--- src/rtl/assert_macros.svh ---
// assertion macros shared by the rtl of the proximity coverage histogram
// no dependencies; define ASSERT_OFF to compile the checks out
`ifndef ASSERT_MACROS_SVH
`define ASSERT_MACROS_SVH

`ifndef ASSERT_OFF
`define ASSERT_IMPL(label, clk, rst, ante, cons) \
   label: assert property (@(posedge clk) disable iff (rst) (ante) |-> (cons)) \
      else $error("implication check failed");
`define ASSERT_ALWAYS(label, clk, rst, expr) \
   label: assert property (@(posedge clk) disable iff (rst) (expr)) \
      else $error("invariant check failed");
`else
`define ASSERT_IMPL(label, clk, rst, ante, cons)
`define ASSERT_ALWAYS(label, clk, rst, expr)
`endif

`endif

--- src/rtl/tpch_pkg.sv ---
// shared constants, field widths and sequencer states of the histogram
// no dependencies
`timescale 1ns / 1ps

package tpch_pkg;

   localparam int NUM_BINS_DEF    = 800;
   localparam int COUNT_WIDTH_DEF = 32;
   localparam int POS_PER_BIN     = 5;
   localparam int PRE_WINDOW      = 3000;

   localparam int DIST_W  = 32;
   localparam int SIZE_W  = 24;
   localparam int INDEX_W = 10;
   localparam int OUT_W   = 32;

   // shared subtractor width, dividend width and reciprocal of five
   localparam int SUB_W     = 34;
   localparam int DIV_W     = 24;
   localparam int QUO_W     = 22;
   localparam int DIV_SHIFT = 26;
   localparam logic [DIV_W-1:0] DIV_RECIP = 24'hCC_CCCD;

   typedef enum logic [3:0] {
      ST_CLEAR,
      ST_IDLE,
      ST_CHECK,
      ST_NEG_CHK,
      ST_DIV,
      ST_REM,
      ST_ADJ,
      ST_RUN,
      ST_READ_WAIT
   } state_type;

endpackage

--- src/rtl/tpch_sub.sv ---
// shared signed subtractor used by the check, remainder, adjust and run steps of the sequencer
// depends on tpch_pkg
`timescale 1ns / 1ps

module tpch_sub
   import tpch_pkg::*;
(
   input  logic signed [SUB_W-1:0] op_a,
   input  logic signed [SUB_W-1:0] op_b,
   output logic signed [SUB_W-1:0] diff,
   output logic                    negative
);

   assign diff     = op_a - op_b;
   assign negative = diff[SUB_W-1];

endmodule

--- config.mk ---
export PLATFORM = sky130hd
export DESIGN_NAME = tpch_sub
export DESIGN_NICKNAME = d
export VERILOG_FILES = /design/src/rtl/assert_macros.svh /design/src/rtl/tpch_pkg.sv /design/src/rtl/tpch_sub.sv
export SDC_FILE = /design/constraint.sdc
export NUM_CORES = 1
export LEC_CHECK = 0
export BUFFER_PORTS_ARGS = -buffer_cell sky130_fd_sc_hd__buf_2
export CAP_MARGIN = 20
export CELL_PAD_IN_SITES_DETAIL_PLACEMENT = 1
export CELL_PAD_IN_SITES_GLOBAL_PLACEMENT = 2
export CORE_MARGIN = 4
export CORE_UTILIZATION = 25
export DETAILED_ROUTE_END_ITERATION = 6
export PLACE_DENSITY = 0.94
export SYNTH_ARGS = -nofsm -noshare
export SYNTH_HDL_FRONTEND = slang
export SYNTH_SLANG_ARGS = --single-unit
export TNS_END_PERCENT = 1
--- constraint.sdc ---
create_clock -name vclk -period 4.21
set_input_delay 0.842 -clock vclk [all_inputs]
set_output_delay 0.842 -clock vclk [all_outputs]
set_load 0.01 [all_outputs]
==> results.cfg <==
[power_and_ir_drop]
p_int_uw = 216.0
p_clk_share_pct = 0
switching_power_uw = 286.8
cellPowerDensity_mw_per_mm2 = 178.1
swShare_pct = 57.04
leakage_uw = 0.001494
pwr-share-seq_pct = 0
vdd_ir_drop_max_mv = 0.06878
power_frac_comb_pct = 100.0

[layout]
diodes = 0
layout-drive-gt1-share_pct = 27.04
mostFrequentLayoutCell = buf_2
clkbuf_count = 0
n_sequential_cell = 0
fin_nets = 533
utilization_pct = 33.84
fin_area_mm2 = 0.002823
syn_to_final_growth_pct = 29.80
regArea_um2 = 0
final_cell_mix = buf_2, inv_1, ha_1, a21oi_1, nor2_1

[die]
core_area_mm2 = 0.008341
die_area_mm2 = 0.01025
ios = 103
die_h_um = 101.3
initial_core_util_pct = 26.07
die_width_um = 101.3
rows = 33

[setup_path]
path_common_cell = buf_2
critPathLaunchType = input pin
crit_type = in -> out
cp_slowest_cell = or4_1
cp_slowest_stage_delay_ps = 510
crit_arrival_ps = 3230
end_kind = output pin
crit_chain = buf_2 -> ha_1 -> a21o_1 -> a311oi_1 -> o31ai_1 -> a311o_1 -> or4_1 -> o211a_1 -> buf_2
cp.required_ps = 3370
crit_fanout = 8

[timing]
maxSlewHeadroom_pct = 61.18
fin_crit_ps = 4068
timing.hold.ws_ps = 2032
fmax_ghz = 0.2458
hold_violations = 0
rsz0062_at_grt = yes
maxSlewViolCount = 0
worst_pin_slew_ps = 581.2
fin_setup_tns_ps = 0
period_share_pct = 96.63
setup_viol = 0

[yosys]
synth_compound_area_share_pct = 37.17
synth_xor_area_share_pct = 9.666
synth_top_family_by_area = compound AO/OA/AOI/OAI gates
ys_types = 53
synth_area_mm2 = 0.002175
synth_top_area_share_pct = 18.99
synth_cells = 331
yosys.area_share.adder_pct = 19.91
synth_mux_area_share_pct = 0.9781
synth_nets = 433
yosys.area.top_type = ha_1
yosys_warnings = 0
ys_seq_area_share_pct = 0
yosys-top-cells-area = ha_1, a21oi_1, inv_1
synth_area_per_cell_um2 = 6.570
yosys.area_share.simple_pct = 22.96

[hold_path]
min_to = diff[0]
min_path_cells = 4
worstHoldStart = op_b[0]
hp-class = in -> out

[grt]
grt_overflow = 0
grt_usage_pct = 14.59
grt_max_degree = 13
grt_pass1_wl_um = 12830
grt_pass1_vias = 2881
antenna_found_initial = 0

[status]
outcome = finished clean

[placed_design]
placed_area_mm2 = 0.002810
portBuffers = 103
routabilityCongestion = 0.9116
post-dp-hpwl_um = 7114

[drt]
route.detailed.drc = 0
via_per_inst = 5.230
wire_per_inst_um = 15.16
drt-total-wl_um = 8095
drt_first_pass_iters = 4
ant_nets = 0
vias = 2793
drt-initial-drc-count = 101

[clocking]
post-cts-setup-buffer-count = 0
postCtsHoldBufs = 0

[job]
drv_cap = 0
==> worst max path at each step <==
stage | from | endpoint | depth (start not counted)
CTS | op_a[0] | diff[26] | 13
detailed placement | op_a[0] | diff[26] | 13
finish | op_a[19] | diff[30] | 9
global placement | op_a[0] | diff[26] | 13
global route | op_a[0] | diff[26] | 13
floorplan | op_a[0] | diff[26] | 10
==> per-layer routing <==
layer	share of wire, %	up-vias	GRT usage, %	wire length (µm)
li1	-	1399	-	-
met1	45	1322	18.76	3609
met2	50	64	27.52	4080
met3	3.7	8	0.5510	299
met4	1.3	0	1.840	106
met5	0	-	0	0
==> Yosys cell counts, types with 2 or more instances <==
cell,number
o211ai_1,5
clkbuf_1,8
nor3_1,6
ha_1,33
o21ai_0,18
xnor2_1,15
or4_1,2
o21ai_1,2
or3_1,5
a211oi_1,7
nor2b_1,4
a311oi_1,2
a21o_1,14
o211a_1,2
nor2_1,29
o31ai_1,4
a2111oi_2,2
nand3_1,10
a31oi_1,2
nand2_1,23
and3_1,7
o21bai_1,2
xor2_1,9
o21a_1,8
nand4_1,5
a21oi_1,32
and2_1,3
nand2b_1,4
a2111oi_0,2
a221oi_1,3
inv_1,41
==> power by group through the flow <==
stage / combinational [µW] / sequential, µW / clock, µW
floorplan: 324 / 0 / 0
global placement: 488 / 0 / 0
detailed placement: 501 / 0 / 0
CTS: 505 / 0 / 0
global route: 555 / 0 / 0
finish: 503 / 0 / 0
==> area by class of cell <==
| class | count | area [µm²] |
|---|---|---|
| Timing Repair Buffer | 108 | 553.0 |
| Tap cell | 105 | 131.4 |
| Multi-Input combinational cell | 280 | 1984 |
| Inverter | 41 | 153.9 |
| Fill cell | 1117 | 5518 |
==> critical path, delay by kind of cell <==
kind            cells  cell delay (ps)
compound gates      5             1240
fa+ha+maj           1              390
buf+inv             2              240
simple gates        1              510
==> per-stage QoR <==
stage	cells	total power, µW	worst slack, ps
after floorplan	331	324.1	437.9
after global placement	534	488.2	64.52
after detailed placement	534	500.7	6.766
after CTS	534	504.7	89.65
after global routing	534	554.7	-11.90
final	534	502.7	142.0
==> repair_timing <==
item                                    CTS  global route
pin swaps                                 0             1
endpoints found under the setup margin    1             5
resized for setup                         1             2
endpoints found under the hold margin     0             0
==> kinds of logic after synthesis <==
family | after synthesis
compound gates | 118
xor+xnor | 24
fa+ha+maj | 34
buf+inv | 51
mux | 2
simple gates | 102
Note: power is estimated with default switching activity, not from simulation.
